<file path="config.mk">
export PLATFORM = sky130hd
export DESIGN_NAME = tlbpt_frames
export DESIGN_NICKNAME = d
export VERILOG_FILES = /design/src/tlb_page_table_translator_defines.svh /design/src/tlbpt_pkg.sv /design/src/tlbpt_frames.sv
export SDC_FILE = /design/constraint.sdc
export NUM_CORES = 2
export LEC_CHECK = 0
export BUFFER_PORTS_ARGS = -buffer_cell sky130_fd_sc_hd__buf_2
export CORE_MARGIN = 2
export CORE_UTILIZATION = 40
export CTS_BUF_LIST = sky130_fd_sc_hd__clkbuf_8
export DETAILED_ROUTE_END_ITERATION = 8
export PLACE_DENSITY = 0.58
export SETUP_SLACK_MARGIN = 0.15
export SYNTH_ARGS = -nofsm -noshare
export SYNTH_HDL_FRONTEND = slang
export SYNTH_SLANG_ARGS = --single-unit
</file>
<file path="constraint.sdc">
create_clock -name clk -period 8.1 [get_ports clk]
set_input_delay 1.62 -clock clk [delete_from_list [all_inputs] [get_ports clk]]
set_output_delay 1.62 -clock clk [all_outputs]
set_load 0.05 [all_outputs]
</file>
<file path="src/tlb_page_table_translator_defines.svh">
// Assertion macros for the TLB page table translator.
`ifndef TLB_PAGE_TABLE_TRANSLATOR_DEFINES_SVH
`define TLB_PAGE_TABLE_TRANSLATOR_DEFINES_SVH

// Same-cycle implication, clocked on clk, off while in reset.
`define TLBPT_ASSERT_IMP(lbl, ante, cons, msg) \
  lbl: assert property (@(posedge clk) disable iff (!rst_n) (ante) |-> (cons)) \
    else $error(msg);

// Next-cycle implication, clocked on clk, off while in reset.
`define TLBPT_ASSERT_NXT(lbl, ante, cons, msg) \
  lbl: assert property (@(posedge clk) disable iff (!rst_n) (ante) |=> (cons)) \
    else $error(msg);

`endif

</file>
<file path="src/tlbpt_pkg.sv">
// Shared constants and control bundles for the TLB page table translator.
package tlbpt_pkg;

  // Fixed port field widths
  localparam int VA_W = 16;
  localparam int PA_W = 15;
  localparam int FI_W = 7;
  localparam int EP_W = 8;

  // Default sizing (PAGE_BYTES and NUM_PAGES are powers of two)
  localparam int DEF_TLB_ENTRIES = 16;
  localparam int DEF_NUM_PAGES   = 256;
  localparam int DEF_NUM_FRAMES  = 128;
  localparam int DEF_PAGE_BYTES  = 256;
  localparam int DEF_AGE_BITS    = 16;

  // Commands from the sequencer to the TLB
  typedef struct packed {
    logic touch_hit;
    logic invalidate;
    logic scan_start;
    logic refill;
  } tlb_ctl_t;

  // Commands from the sequencer to the frame allocator
  typedef struct packed {
    logic sweep_start;
    logic own_read;
    logic commit;
  } frm_ctl_t;

endpackage

</file>
<file path="src/tlbpt_frames.sv">
// Frame allocator: load-age memory with a read-modify-write sweep, owner memory.
module tlbpt_frames
  import tlbpt_pkg::*;
#(
  parameter int NUM_FRAMES = DEF_NUM_FRAMES,
  parameter int PG_W       = 8,
  parameter int FR_W       = 7,
  parameter int AGE_BITS   = DEF_AGE_BITS
) (
  input  logic            clk,
  input  logic            rst_n,
  input  frm_ctl_t        ctl,
  input  logic [PG_W-1:0] new_page,
  output logic [FR_W-1:0] victim,
  output logic            full,
  output logic [PG_W-1:0] owner_page,
  output logic            sweep_done
);

  localparam int CNT_W = $clog2(NUM_FRAMES + 1);
  localparam logic [CNT_W-1:0] NF       = CNT_W'(NUM_FRAMES);
  localparam logic [CNT_W-1:0] LAST_RD  = CNT_W'(NUM_FRAMES - 1);
  localparam logic [FR_W-1:0]  LAST_FR  = FR_W'(NUM_FRAMES - 1);

  logic [AGE_BITS-1:0] age_mem [NUM_FRAMES];
  logic [PG_W-1:0]     own_mem [NUM_FRAMES];

  logic [CNT_W-1:0]    fill_r;
  logic [CNT_W-1:0]    ridx_r;
  logic                rbusy_r;
  logic                pv_r;
  logic [FR_W-1:0]     pidx_r;
  logic [AGE_BITS-1:0] age_rd_r;
  logic [PG_W-1:0]     own_rd_r;
  logic                have_r;
  logic [FR_W-1:0]     best_r;
  logic [AGE_BITS-1:0] best_age_r;
  logic                done_r;

  logic                in_use;
  logic                age_we;
  logic [FR_W-1:0]     age_wa;
  logic [AGE_BITS-1:0] age_wd;

  // Frames are handed out in order and never freed, so the fill count
  // gives both the in-use bits and the lowest free frame.
  assign full       = (fill_r == NF);
  assign victim     = full ? best_r : fill_r[FR_W-1:0];
  assign in_use     = (CNT_W'(pidx_r) < fill_r);
  assign owner_page = own_rd_r;
  assign sweep_done = done_r;

  // Age write port: sweep write-back or reset of the loaded frame
  always_comb begin
    age_we = pv_r && in_use;
    age_wa = pidx_r;
    age_wd = (&age_rd_r) ? age_rd_r : age_rd_r + 1'b1;
    if (ctl.commit) begin
      age_we = 1'b1;
      age_wa = victim;
      age_wd = '0;
    end
  end

  // Memories
  always_ff @(posedge clk) begin
    if (age_we) begin
      age_mem[age_wa] <= age_wd;
    end
    if (rbusy_r) begin
      age_rd_r <= age_mem[ridx_r[FR_W-1:0]];
    end
    if (ctl.commit) begin
      own_mem[victim] <= new_page;
    end
    if (ctl.own_read) begin
      own_rd_r <= own_mem[victim];
    end
  end

  // Sweep: read one frame a cycle, age it and track the oldest
  always_ff @(posedge clk) begin
    pidx_r <= ridx_r[FR_W-1:0];
    if (!rst_n) begin
      fill_r  <= '0;
      rbusy_r <= 1'b0;
      pv_r    <= 1'b0;
      done_r  <= 1'b0;
      have_r  <= 1'b0;
    end else begin
      pv_r <= rbusy_r;
      if (ctl.sweep_start) begin
        rbusy_r <= 1'b1;
        ridx_r  <= '0;
        done_r  <= 1'b0;
        have_r  <= 1'b0;
      end else if (rbusy_r) begin
        ridx_r <= ridx_r + 1'b1;
        if (ridx_r == LAST_RD) begin
          rbusy_r <= 1'b0;
        end
      end
      if (pv_r) begin
        if (in_use && (!have_r || (age_rd_r > best_age_r))) begin
          have_r     <= 1'b1;
          best_r     <= pidx_r;
          best_age_r <= age_rd_r;
        end
        if (pidx_r == LAST_FR) begin
          done_r <= 1'b1;
        end
      end
      if (ctl.commit && !full) begin
        fill_r <= fill_r + 1'b1;
      end
    end
  end

endmodule

</file>
==> impl_metrics.ini <==
[global_routing]
grt_first_pass_wirelength_mm = 472
grt_pass1_vias = 63200
grt_start_max_net_pins = 126
grt_usage_pct = 21.2
grt-ovfl-total = 0
antenna_found_initial = 24

[clock_network]
cts_resized = 0
cts_buffers = 529
clock-sinks = 3146
cts_hold_buf = 0
post-cts-setup-buffers = 0
cts_tree = done
clockBufferDepth = 4
clk_pin_slew_ns = 0.06
cts.htree.levels = 6
cts_root_buf = clkbuf_8
clock_latency_ns = 1.16

[layout]
nNetsFinal = 6357
syn2layout_area_growth_pct = 13.2
drive_gt1_share_pct = 26.6
nFillCells = 25500

[synth]
syn_area_per_cell_sq_um = 20.8
synth-seq-cells = 3146
synth-edff-count = 3127
synth_area_leader_cell = edfxtp_1
netlist_instances = 5846
synthTopCellsByArea = edfxtp_1, mux4_2, a221oi_1, mux2i_1, nor2_1
syn-num-nets = 5885
synth_async_sr_flop_share_pct = 0
yosysMostFrequentCell = edfxtp_1
ys.warnings.count = 0
synth_area_sq_um = 122000
synthFlopType = edfxtp_1
yosysTopAreaCellShare_pct = 77.1
ys_types = 82
yosys-top-cells-count = edfxtp_1, mux4_2, nor2_1, nand2_1, clkbuf_1
yosysSeqAreaShare_pct = 77.4

[timing]
min_period_ns = 6.22
hold_viol_final = 0
fin_tns_setup_ns = 0
slew_headroom_pct = 15.5
finalCritPeriodShare_pct = 76.8
setup_viol = 0
fmax_mhz = 161
finalClockSkew_ns = 0.105
whs_ns = 0.315
worst_pin_slew_ns = 1.26
report.final.slew_viol_count = 0
fin_ws_ns = 1.88
rsz0062_at_grt = no

[placed_design]
hpwlAfterDp_mm = 197
portBuffers = 29
place_ws_ns = 2.42
routabilityCongestion = 0.839

[status]
outcome = finished clean

[setup_path]
cp.required_ns = 6.48
r2r-start = fill_r[1]$_SDFFE_PN0P_
crit_fanout = 79
cp-end-kind = primary output
path_cells = inv_1 -> ha_1 -> nor3b_2 -> a21oi_1 -> nor2_4 -> inv_6 -> buf_12 -> buf_2
crit_slowest_cell = dfxtp_2
reg2reg_slack_ns = 2.37
rr_worst_depth = 14
arrival_ns = 4.60
slowest_delay_ns = 0.69
criticalPathCategory = reg -> out
reg2reg_to = age_mem[85][5]$_DFFE_PP_
worstSetupStartpointType = flop
path_buf_inv = 4
cp_top_family = buffers and inverters

[floorplan]
start_util_pct = 40.2
placementRows = 202
die_w_um = 556
die_h_um = 556
io_pins = 30
coreArea_sq_um = 303000
die_area_sq_um = 309000

[min_path]
worstHoldPathType = reg -> reg
whs_path_depth = 0
min_from = ridx_r[2]$_SDFFCE_PP0P_
holdPathEnd = pidx_r[2]$_DFF_P_

[route]
wl_mm = 332
drtPass1Iterations = 7
routedWlPerCell_um = 31.0
viasPerCell = 5.90
vias = 63100
first_iter_violations = 8822
drc = 0
postRouteAntennaNets = 0

[job]
drv_cap = 0

[power]
peakVddDrop_mv = 0.166
leakagePower_nw = 43.3
p_per_area_nw_per_um2 = 241
## kinds of logic after synthesis
| logic type | count (synthesis) | synth area share, % |
|---|---|---|
| DFF | 3146 | 77.4 |
| muxes | 804 | 13.5 |
| AOI/OAI and AO/OA | 732 | 4.44 |
| and+or+nand+nor | 723 | 2.72 |
| buffers and inverters | 395 | 1.45 |
| adders and majority gates | 26 | 0.267 |
| xor gates and xnor gates | 20 | 0.144 |
## layout by cell type, fill, tap and decap left out, types with 104 or more instances in the layout
cell type / n
inv_1: 221
a21oi_1: 117
edfxtp_1: 3127
mux2i_1: 104
nor3_2: 105
buf_4: 257
clkbuf_8: 543
a221oi_1: 143
clkinv_1: 110
mux4_2: 672
nand2_1: 218
nor2_1: 207
## metal layers
metal | global-route usage (%) | up-vias | share of wire, %
met1 | 30.7 | 33600 | 42
met5 | 0 | - | 0.017
met4 | 5.96 | 8 | 2.7
li1 | - | 25800 | -
met2 | 32.6 | 3157 | 47
met3 | 4.16 | 582 | 8.9
## sequential cells by signal (all words and copies together) (netlist names)
register	cells
rbusy_r	1
fill_r	8
owner_page	8
own_mem	1024
age_rd_r	16
sweep_done	1
best_r	7
best_age_r	16
have_r	1
pidx_r	7
pv_r	1
age_mem	2048
ridx_r	8
## how the worst max path moves through the flow
stage / start / depth (start not counted) / end
after detailed placement: fill_r[1]$_SDFFE_PN0P_ / 14 / age_mem[85][9]$_DFFE_PP_
after CTS: fill_r[4]$_SDFFE_PN0P_ / 5 / victim[2]
after global placement: fill_r[1]$_SDFFE_PN0P_ / 12 / age_mem[79][12]$_DFFE_PP_
after global routing: fill_r[1]$_SDFFE_PN0P_ / 8 / victim[0]
final: fill_r[1]$_SDFFE_PN0P_ / 8 / victim[0]
after floorplan: ctl[0] / 4 / age_mem[0][14]$_DFFE_PP_
## where the power goes
part / switching (mW) / total, mW / internal [mW] / leakage [nW]
Sequential: 0.0569 / 18.2 / 18.1 / 28.6
Clock: 6.41 / 12.8 / 6.36 / 5.42
Combinational: 1.56 / 2.29 / 0.723 / 9.33
Total: 8.03 / 33.2 / 25.2 / 43.3
## layout make-up
| cell class | instances | area [sq um] | area share (%) |
|---|---|---|---|
| Timing Repair Buffer | 298 | 2440 | 1.77 |
| Multi-Input combinational cell | 2305 | 26600 | 19.3 |
| Clock buffer | 543 | 7470 | 5.42 |
| Antenna cell | 10 | 25.0 | 0.0182 |
| Sequential cell | 3146 | 94300 | 68.4 |
| Inverter | 38 | 149 | 0.108 |
| Clock inverter | 376 | 1880 | 1.36 |
| Tap cell | 3978 | 4980 | 3.61 |
## per-stage QoR
step                total power, mW  utilization [%]  cell area, sq um  std cells
finish                         33.2             45.5            138000      10700
global placement               20.8             42.4            128000       9763
floorplan                      19.8                -            122000       5846
CTS                            33.5             45.5            138000      10700
global route                   34.3             45.5            138000      10700
detailed placement             20.8             42.4            128000       9764
(Power assumes the default switching activity.)
