--- config.mk ---
export PLATFORM = sky130hd
export DESIGN_NAME = tlbpt_tlb
export DESIGN_NICKNAME = d
export VERILOG_FILES = /design/src/tlb_page_table_translator_defines.svh /design/src/tlbpt_pkg.sv /design/src/tlbpt_tlb.sv
export SDC_FILE = /design/constraint.sdc
export NUM_CORES = 1
export LEC_CHECK = 0
export ABC_AREA = 0
export BUFFER_PORTS_ARGS = -buffer_cell sky130_fd_sc_hd__buf_2
export CORE_MARGIN = 2
export CORE_UTILIZATION = 45
export DETAILED_ROUTE_END_ITERATION = 10
export SLEW_MARGIN = 40
export SYNTH_ARGS = -nofsm -noshare
export SYNTH_HDL_FRONTEND = slang
export SYNTH_SLANG_ARGS = --single-unit
--- constraint.sdc ---
create_clock -name clk -period 4.93 [get_ports clk]
set_input_delay 0.493 -clock clk [delete_from_list [all_inputs] [get_ports clk]]
set_output_delay 0.493 -clock clk [all_outputs]
set_load 0.02 [all_outputs]
--- src/tlb_page_table_translator_defines.svh ---
// Assertion macros for the TLB page table translator.
`ifndef TLB_PAGE_TABLE_TRANSLATOR_DEFINES_SVH
`define TLB_PAGE_TABLE_TRANSLATOR_DEFINES_SVH

// Same-cycle implication, clocked on clk, off while in reset.
`define TLBPT_ASSERT_IMP(lbl, ante, cons, msg) \
  lbl: assert property (@(posedge clk) disable iff (!rst_n) (ante) |-> (cons)) \
    else $error(msg);

// Next-cycle implication, clocked on clk, off while in reset.
`define TLBPT_ASSERT_NXT(lbl, ante, cons, msg) \
  lbl: assert property (@(posedge clk) disable iff (!rst_n) (ante) |=> (cons)) \
    else $error(msg);

`endif

--- src/tlbpt_pkg.sv ---
// Shared constants and control bundles for the TLB page table translator.
package tlbpt_pkg;

  // Fixed port field widths
  localparam int VA_W = 16;
  localparam int PA_W = 15;
  localparam int FI_W = 7;
  localparam int EP_W = 8;

  // Default sizing (PAGE_BYTES and NUM_PAGES are powers of two)
  localparam int DEF_TLB_ENTRIES = 16;
  localparam int DEF_NUM_PAGES   = 256;
  localparam int DEF_NUM_FRAMES  = 128;
  localparam int DEF_PAGE_BYTES  = 256;
  localparam int DEF_AGE_BITS    = 16;

  // Commands from the sequencer to the TLB
  typedef struct packed {
    logic touch_hit;
    logic invalidate;
    logic scan_start;
    logic refill;
  } tlb_ctl_t;

  // Commands from the sequencer to the frame allocator
  typedef struct packed {
    logic sweep_start;
    logic own_read;
    logic commit;
  } frm_ctl_t;

endpackage

--- src/tlbpt_tlb.sv ---
// Fully associative TLB with LRU ages and a sequential victim scan.
module tlbpt_tlb
  import tlbpt_pkg::*;
#(
  parameter int TLB_ENTRIES = DEF_TLB_ENTRIES,
  parameter int PG_W        = 8,
  parameter int FR_W        = 7,
  parameter int AGE_BITS    = DEF_AGE_BITS
) (
  input  logic            clk,
  input  logic            rst_n,
  input  tlb_ctl_t        ctl,
  input  logic [PG_W-1:0] look_page,
  input  logic [FR_W-1:0] fill_frame,
  input  logic [FR_W-1:0] inval_frame,
  output logic            hit,
  output logic [FR_W-1:0] hit_frame,
  output logic            scan_done
);

  localparam int TW = $clog2(TLB_ENTRIES);
  localparam logic [TW-1:0] LAST = TW'(TLB_ENTRIES - 1);

  logic [PG_W-1:0]     tag_r [TLB_ENTRIES];
  logic [FR_W-1:0]     frm_r [TLB_ENTRIES];
  logic [AGE_BITS-1:0] age_r [TLB_ENTRIES];
  logic [TLB_ENTRIES-1:0] vld_r;

  logic                busy_r;
  logic                done_r;
  logic [TW-1:0]       sidx_r;
  logic [TW-1:0]       best_r;
  logic [AGE_BITS-1:0] best_age_r;
  logic [TW-1:0]       vic_r;

  logic [TW-1:0]       hit_idx;
  logic                any_inv;
  logic [TW-1:0]       first_inv;
  logic [AGE_BITS-1:0] age_sel;
  logic                sel_older;

  function automatic logic [AGE_BITS-1:0] sat_inc(input logic [AGE_BITS-1:0] a);
    return (&a) ? a : a + 1'b1;
  endfunction

  // Tag match, lowest matching entry wins
  always_comb begin
    hit     = 1'b0;
    hit_idx = '0;
    for (int i = TLB_ENTRIES - 1; i >= 0; i--) begin
      if (vld_r[i] && (tag_r[i] == look_page)) begin
        hit     = 1'b1;
        hit_idx = TW'(i);
      end
    end
  end

  assign hit_frame = frm_r[hit_idx];

  // Lowest free entry
  always_comb begin
    first_inv = '0;
    for (int i = TLB_ENTRIES - 1; i >= 0; i--) begin
      if (!vld_r[i]) begin
        first_inv = TW'(i);
      end
    end
  end

  assign any_inv   = ~&vld_r;
  assign age_sel   = age_r[sidx_r];
  assign sel_older = age_sel > best_age_r;
  assign scan_done = done_r;

  // Entry updates and the one-entry-a-cycle oldest search
  always_ff @(posedge clk) begin
    if (!rst_n) begin
      vld_r  <= '0;
      busy_r <= 1'b0;
      done_r <= 1'b0;
      for (int i = 0; i < TLB_ENTRIES; i++) begin
        age_r[i] <= '1;
      end
    end else begin
      if (ctl.touch_hit) begin
        for (int i = 0; i < TLB_ENTRIES; i++) begin
          if (vld_r[i]) begin
            age_r[i] <= sat_inc(age_r[i]);
          end
        end
        age_r[hit_idx] <= '0;
      end
      if (ctl.invalidate) begin
        for (int i = 0; i < TLB_ENTRIES; i++) begin
          if (vld_r[i] && (frm_r[i] == inval_frame)) begin
            vld_r[i] <= 1'b0;
            age_r[i] <= '1;
          end
        end
      end
      if (ctl.scan_start) begin
        done_r <= 1'b0;
        if (any_inv) begin
          vic_r  <= first_inv;
          done_r <= 1'b1;
        end else begin
          busy_r     <= 1'b1;
          sidx_r     <= TW'(1);
          best_r     <= '0;
          best_age_r <= age_r[0];
        end
      end
      if (busy_r) begin
        if (sel_older) begin
          best_r     <= sidx_r;
          best_age_r <= age_sel;
        end
        if (sidx_r == LAST) begin
          busy_r <= 1'b0;
          done_r <= 1'b1;
          vic_r  <= sel_older ? sidx_r : best_r;
        end else begin
          sidx_r <= sidx_r + 1'b1;
        end
      end
      if (ctl.refill) begin
        for (int i = 0; i < TLB_ENTRIES; i++) begin
          if (vld_r[i]) begin
            age_r[i] <= sat_inc(age_r[i]);
          end
        end
        age_r[vic_r] <= '0;
        tag_r[vic_r] <= look_page;
        frm_r[vic_r] <= fill_frame;
        vld_r[vic_r] <= 1'b1;
      end
    end
  end

endmodule

==> results by group, run 1 <==
Logic synthesis
  – Sequential share of the synthesized area: 43.9%
  – Synth Area per Inst: slightly below 10 sq um
  – Adder-cell share of the synthesized area: around 1.3%
  – Post-synthesis compound-gate area fraction: between 10 and 15%
  – Yosys Warn Count: 0
  – Post-synth EDFFs: 268
  – Mux share of post-synthesis cell area: under 10%
  – Mapped Cells: between 3k and 4k
  – Largest cells by area after synthesis: edfxtp_1, dfxtp_1, xnor2_1
  – Synth unique cells: 96
  – Synth Area in Simple Gates: between 10% and 20%
  – FFs w/ async S/R, synth: 0%
  – Yosys top cell area share: between 20% and 30%
  – Post-synthesis cell area: between 30000 and 40000 sq um
  – Cell taking the most area after synthesis: edfxtp_1
  – XOR/XNOR Fraction of Synth Area: 9.41%
  – Largest family of logic cells by synthesized area: simple AND/OR/NAND/NOR gates
  – Net Count, Synth: ~3.2k
  – Yosys reg bits: ~550
  – Prevailing post-synth register cell: dfxtp_1

Drt
  – Vias/cell: 6.36
  – WL per Instance: 24.7 microns
  – Final ANT Viol Nets: 0
  – Total Routed Length: a little over 100 mm
  – Drt first pass iters: 6
  – DRC Markers: 0
  – Via total after detailed routing: between 20k and 30k
  – Number of DRC violations after detailed-routing iteration 0: between 3k and 4k

Finish
  – Fin cells: ~4.1k
  – Area grow syn2layout: 10.2%
  – Multi-input gate area: ~16000 sq um
  – Commonest cells after routing, fill and taps aside: nand2_1, dfxtp_1, edfxtp_1
  – Most common cell after layout, fill and taps aside: nand2_1
  – Storage element area: about 14000 sq um
  – Layout Nets: 3259
  – Fill count: roughly 6.2k
  – Antenna Cells: 0
  – Layout cell share with drive strength beyond 1: 13.0%

Worst setup path
  – Crit-path max FO: 22
  – CP Depth: 12
  – Critical Path RT: between 4 and 5 ns
  – Reg2reg end: vic_r[0]
  – Worst Reg-to-Reg Cells: 14
  – CP Class: reg -> out
  – Crit path launch: tag_r[7][6]
  – Crit path largest cell delay: around 0.42 ns
  – R2R Setup Slk: 0.44 ns
  – Worst path arrival time: approximately 4.1 ns
  – Startpoint Class: register
  – Buffers & Inverters on Critical Path: 2
  – Crit path capture type: output pin
  – Slowest cell on the critical path: a211o_1
  – CP cell instances: xnor2_1, nand4_1, nor3_1, nand2b_1, nor3_1, a211o_1, nand2_4, buf_4, nand2_1, a311o_1, nand4_1, buf_2
  – Cell family with most CP delay: simple AND/OR/NAND/NOR gates

Die
  – Row count: 96
  – Die area: 71000 sq um
  – Core Box Area: a little under 70000 sq um
  – Die X: ~270 microns
  – Die Y: between 200 and 300 microns
  – Io pins: 37
  – Initial Utilization: around 45%

Global route
  – Initial antenna violation count: 3
  – Vias in the first global route: approximately 24k
  – Grt ovf: 0
  – First-pass GRT wire length: between 150 and 200 mm
  – All-layer global routing usage: between 20 and 30%
  – Largest net degree at the start of global routing: between 40 and 50

Place
  – Port bufs: 36
  – Number of instances in the placed design: about 4k
  – GPL Wtd Cong: a little under 1
  – Post-detail-place hpwl: between 70 and 80 mm

Clocking
  – CTS tree: yes
  – Num CTS Buffers: 60
  – # hold bufs at CTS: 0
  – Clk buf depth: 3
  – Cts repair resizes: 0
  – Setup Buffers After CTS: 0
  – Clock Sinks: between 500 and 600
  – CTS H-tree lvls: 2
  – Clk Latency, worst-skew pair: ~0.65 ns
  – Clock-pin transition on the worst setup and hold timing paths: ~0.060 ns
  – Clock root buffer: clkbuf_16

Min path
  – HP Class: in -> reg
  – WHS Endpoint: tag_r[6][1]
  – Hold Crit Depth: 1
  – Min-delay src: look_page[1]

STA
  – RSZ-0062 raised after global routing: no
  – Final hold vios: 0
  – Worst slew pin tran: ~0.83 ns
  – Clock skew: 0.0321 ns
  – Tcrit/Tclk final: between 90% and 100%
  – Rel. slew slack: a little over two fifths
  – Setup violators final: 0
  – Final worst path period need: between 4 and 5 ns
  – Peak Freq: between 200 and 250 MHz
  – Setup TNS: 0 ns
  – Slew Limit Fails: 0

Power
  – Worst vdd ir: 299 uV
  – Total power draw: ~15 mW
  – Leak: 12.2 nW
  – Pwr/cell area: around 450 nW/um^2

Run status
  – Outcome: finished clean

Job
  – Max-cap violations: 0
## layout make-up
cell class,count,area share [%]
Clock buffer,77,4.79
Clock inverter,37,0.993
Inverter,81,0.890
Multi-Input combinational cell,2375,47.5
Sequential cell,546,39.9
Tap cell,882,3.23
Timing Repair Buffer,134,2.73
## synth_stat cells (24+ instances only)
| master | count |
|---|---|
| a211oi_1 | 34 |
| a21oi_1 | 245 |
| a311o_1 | 25 |
| a31oi_1 | 40 |
| and3_1 | 72 |
| buf_2 | 30 |
| clkbuf_1 | 109 |
| dfxtp_1 | 278 |
| edfxtp_1 | 268 |
| ha_1 | 33 |
| inv_1 | 80 |
| mux4_2 | 87 |
| nand2_1 | 350 |
| nand3_1 | 172 |
| nand4_1 | 130 |
| nor2_1 | 232 |
| nor3_1 | 115 |
| nor4_1 | 24 |
| o21ai_0 | 137 |
| xnor2_1 | 243 |
| xor2_1 | 90 |
## registers in the layout, indices dropped and copies added, names as in the netlist, named ones only
name	cells
vic_r	4
sidx_r	4
scan_done	1
age_r	256
best_r	4
tag_r	128
frm_r	112
busy_r	1
vld_r	16
best_age_r	16
## worst register-to-register path, delay by kind of cell (launching register included)
family	cells	cell delay [ns]
buf+inv	1	0.27
mux	3	1.46
compound gates	6	0.78
flops	1	0.56
simple gates	3	0.82
fa+ha+maj	1	0.31
## per-stage QoR
stage | area (sq um) | hold WS, ns | utilization, % | setup slack, ns
4_1_cts | 34100 | 0.206 | 50.0 | 0.389
5_1_grt | 34200 | 0.237 | 50.0 | 0.126
6_report | 34200 | 0.236 | 50.0 | 0.370
3_3_place_gp | 32100 | 0.520 | 47.0 | 0.455
3_5_place_dp | 32200 | 0.531 | 47.1 | 0.535
2_1_floorplan | 31000 | 0.470 | - | 0.522
## report_power, final
part           leakage, nW  internal (mW)  switching, mW
Combinational         6.49           1.93           2.59
Sequential            4.72           5.32          0.890
Clock                0.974           2.60           1.95
## worst max path at each step
stage | end | slack, ns
2_1_floorplan | best_age_r[10] | 0.52
3_5_place_dp | vic_r[0] | 0.53
4_1_cts | hit_frame[3] | 0.39
3_3_place_gp | age_r[5][5] | 0.46
6_report | hit_frame[4] | 0.37
5_1_grt | hit_frame[4] | 0.13
## kinds of logic (layout without fill, tap and decap cells)
kind of cell	count (synthesis)	after routing
and+or+nand+nor	1216	1216
AOI/OAI and AO/OA	683	683
DFF	546	546
xor gates and xnor gates	333	333
buffers and inverters	265	329
muxes	110	110
adders and majority gates	33	33
## metal layers
| metal | vias to the layer above | track usage (%) | wire length (microns) |
|---|---|---|---|
| met1 | 12900 | 39.6 | 43600 |
| met2 | 1258 | 43.5 | 45500 |
| li1 | 11900 | - | - |
| met4 | 4 | 12.5 | 4840 |
| met3 | 249 | 3.77 | 8150 |
| met5 | - | 0 | 27 |
(Power assumes the default switching activity.)
==> run 2, diff against run 1 <==
BUFFER_PORTS_ARGS = not set   (was -buffer_cell sky130_fd_sc_hd__buf_2)
CORE_UTILIZATION = 60   (was 45)
DONT_BUFFER_PORTS = 1   (was not set)
PLACE_DENSITY = 0.76   (was not set)
==> run 2 against run 1 <==
  * Final cell count is 6.4% lower
  * Largest power group unchanged
  * Power is 0.87% lower
  * Sequential cell count is the same
  * Wire length shrank 2.9%
  * Clock skew is 0.0064 ns higher
  * Highest routed layer unchanged
  * Sequential power up 0.6%
  * Clock power is essentially flat
  * First-iteration DRC count is 1.2% lower
  * Count of clock-buffer cells in the layout rose by 3
==> results by group, run 2 (synthesized netlist as in run 1, its figures left out) <==
Power
  – Leak: 12.0 nW (-2.0%)
  – Total power draw: 15.2 mW (-0.87%)
  – Worst vdd ir: 304 uV (+1.5%)
  – Pwr/cell area: 450 nW/um^2 (+0.53%)

Global route
  – Vias in the first global route: 24.3k (-0.40%)
  – Largest net degree at the start of global routing: 49 (unchanged)
  – All-layer global routing usage: 36.7% (+8.5 points)
  – Grt ovf: 0 (unchanged)
  – Initial antenna violation count: 3 (unchanged)
  – First-pass GRT wire length: 150 mm (-1.6%)

Worst setup path
  – Startpoint Class: register
  – Worst path arrival time: 4.11 ns (+0.04 ns)
  – Critical Path RT: 4.44 ns (about the same)
  – Crit path largest cell delay: 0.59 ns (+0.17 ns)
  – Cell family with most CP delay: simple AND/OR/NAND/NOR gates
  – Crit path launch: tag_r[7][3]
  – CP Class: reg -> out
  – R2R Setup Slk: 0.60 ns (+0.16 ns)
  – Slowest cell on the critical path: a211oi_4
  – Buffers & Inverters on Critical Path: 1 (-1)
  – CP cell instances: xnor2_1, nand4_1, nor3_1, nand2b_1, nor3_1, a211oi_4, buf_4, o21ai_0, and3_1, a311o_1, nand4_1
  – Crit path capture type: output pin
  – Crit-path max FO: 17 (-23%)

Min path
  – Min-delay src: ctl[1]
  – HP Class: in -> reg

STA
  – Worst hold slack: 0.119 ns (-0.116 ns)
  – Clock skew: 0.0385 ns (+0.00637 ns)
  – Rel. slew slack: 39.5% (-4.3 points)
  – Setup violators final: 0 (unchanged)
  – Tcrit/Tclk final: 93.4% (+0.88 points)
  – Peak Freq: 217 MHz (-0.95%)
  – Setup TNS: 0 ns (unchanged)
  – Worst slew pin tran: 0.904 ns (+0.0709 ns)
  – Final hold vios: 0 (unchanged)
  – RSZ-0062 raised after global routing: no
  – Final worst path period need: 4.60 ns (+0.0436 ns)
  – Slew Limit Fails: 0 (unchanged)

Drt
  – Final ANT Viol Nets: 0 (unchanged)
  – Total Routed Length: 99.1 mm (-2.9%)
  – Vias/cell: 6.81 (+7.1%)
  – Number of DRC violations after detailed-routing iteration 0: 3174 (-1.2%)
  – Via total after detailed routing: 26.3k (+0.23%)
  – DRC Markers: 0 (unchanged)
  – Drt first pass iters: 9 (+3)
  – WL per Instance: 25.6 microns (+3.7%)

Die
  – Die X: 231 microns (-13%)
  – Core Box Area: 51200 sq um (-25%)
  – Initial Utilization: 60.5% (+15 points)
  – Die Y: 231 microns (-13%)
  – Die area: 53500 sq um (-25%)
  – Io pins: 37 (unchanged)
  – Row count: 83 (-14%)

Run status
  – Outcome: finished clean

Finish
  – Layout Nets: 3201 (-1.8%)
  – Top reg by flops: age_r
  – Layout cell share with drive strength beyond 1: 10.8% (-2.2 points)
  – Most common cell after layout, fill and taps aside: nand2_1
  – Antenna Cells: 0 (unchanged)
  – Commonest cells after routing, fill and taps aside: nand2_1, dfxtp_1, edfxtp_1
  – Regs by FF count: age_r: 256 flops, tag_r: 128 flops, frm_r: 112 flops
  – Area grow syn2layout: 8.69%
  – Flip-flop count of the largest register after layout: 256 (unchanged)

Clocking
  – Clock-pin transition on the worst setup and hold timing paths: 0.06 ns (about the same)
  – CTS tree: yes
  – Clk buf depth: 3 (unchanged)
  – Clock Sinks: 546 (unchanged)
  – CTS H-tree lvls: 2 (unchanged)
  – Clock root buffer: clkbuf_16
  – Clk Latency, worst-skew pair: 0.66 ns (about the same)
  – Num CTS Buffers: 58 (-3.3%)

Place
  – Port bufs: 0 (-100%)
  – GPL Wtd Cong: 1.02 (+2.1%)
  – Post-detail-place hpwl: 69.0 mm (-7.4%)

Job
  – Max-cap violations: 0 (unchanged)
[run 2: area by class of cell]
cell class	count	area [sq um]
inverters	81	304
repair buffers	78	709
fillers	3969	17500
multi-input cells	2375	16200
flip-flops and latches	546	13600
well taps	680	851
clock buffers	80	1650
clock inverters	26	318
[run 2: layer usage]
metal	GRT usage [%]	routed length [microns]	vias up	part of all wire, %
li1	-	-	11800	-
met1	49.7	38700	12600	39
met2	56.6	44400	1685	45
met3	6.69	10400	295	10
met4	19.1	5500	4	5.5
met5	0	56	-	0.057
[run 2: repair_timing]
item                                   in CTS  in global routing
buffers inserted                            0                  0
setup endpoints to repair                   0                  7
gates resized for setup                     0                  1
hold buffers                               16                  1
endpoints found under the hold margin     272                  1
[run 2: through the flow]
stage,area (sq um),utilization [%],instances,setup WS [ns]
finish,33700,65.8,3866,0.327
global route,33700,65.8,3866,0.204
CTS,33600,65.7,3863,0.232
detailed placement,31500,61.5,3741,0.673
global placement,31400,61.4,3739,0.824
floorplan,31000,-,3186,0.522
[run 2: worst reg2reg max path, stage by stage (launching register included)]
cell and delay (ns):
dfxtp_4 0.49, buf_12 0.32, mux4_2 0.68, mux4_2 0.51
ha_1 0.32, a21o_1 0.11, a21o_1 0.11, a21oi_1 0.06
o21ai_0 0.22, o21ai_0 0.13, nor2_1 0.44, nand2_1 0.26
buf_12 0.24, nor2_1 0.12, a31oi_1 0.05
[run 2: power by group]
part | leakage, nW | total (mW) | switching [mW] | internal [mW]
Combinational | 6.29 | 4.37 | 2.45 | 1.92
Clock | 0.944 | 4.53 | 1.92 | 2.61
Sequential | 4.72 | 6.25 | 0.930 | 5.32
[run 2: path summary, 6_finish.rpt]
| kind | to | cells past startpoint |
|---|---|---|
| worst min-delay path | scan_done | 3 |
| worst max register to register | best_age_r[14] | 14 |
| worst max-delay path | hit_frame[6] | 11 |
| worst min register to register | busy_r | 2 |
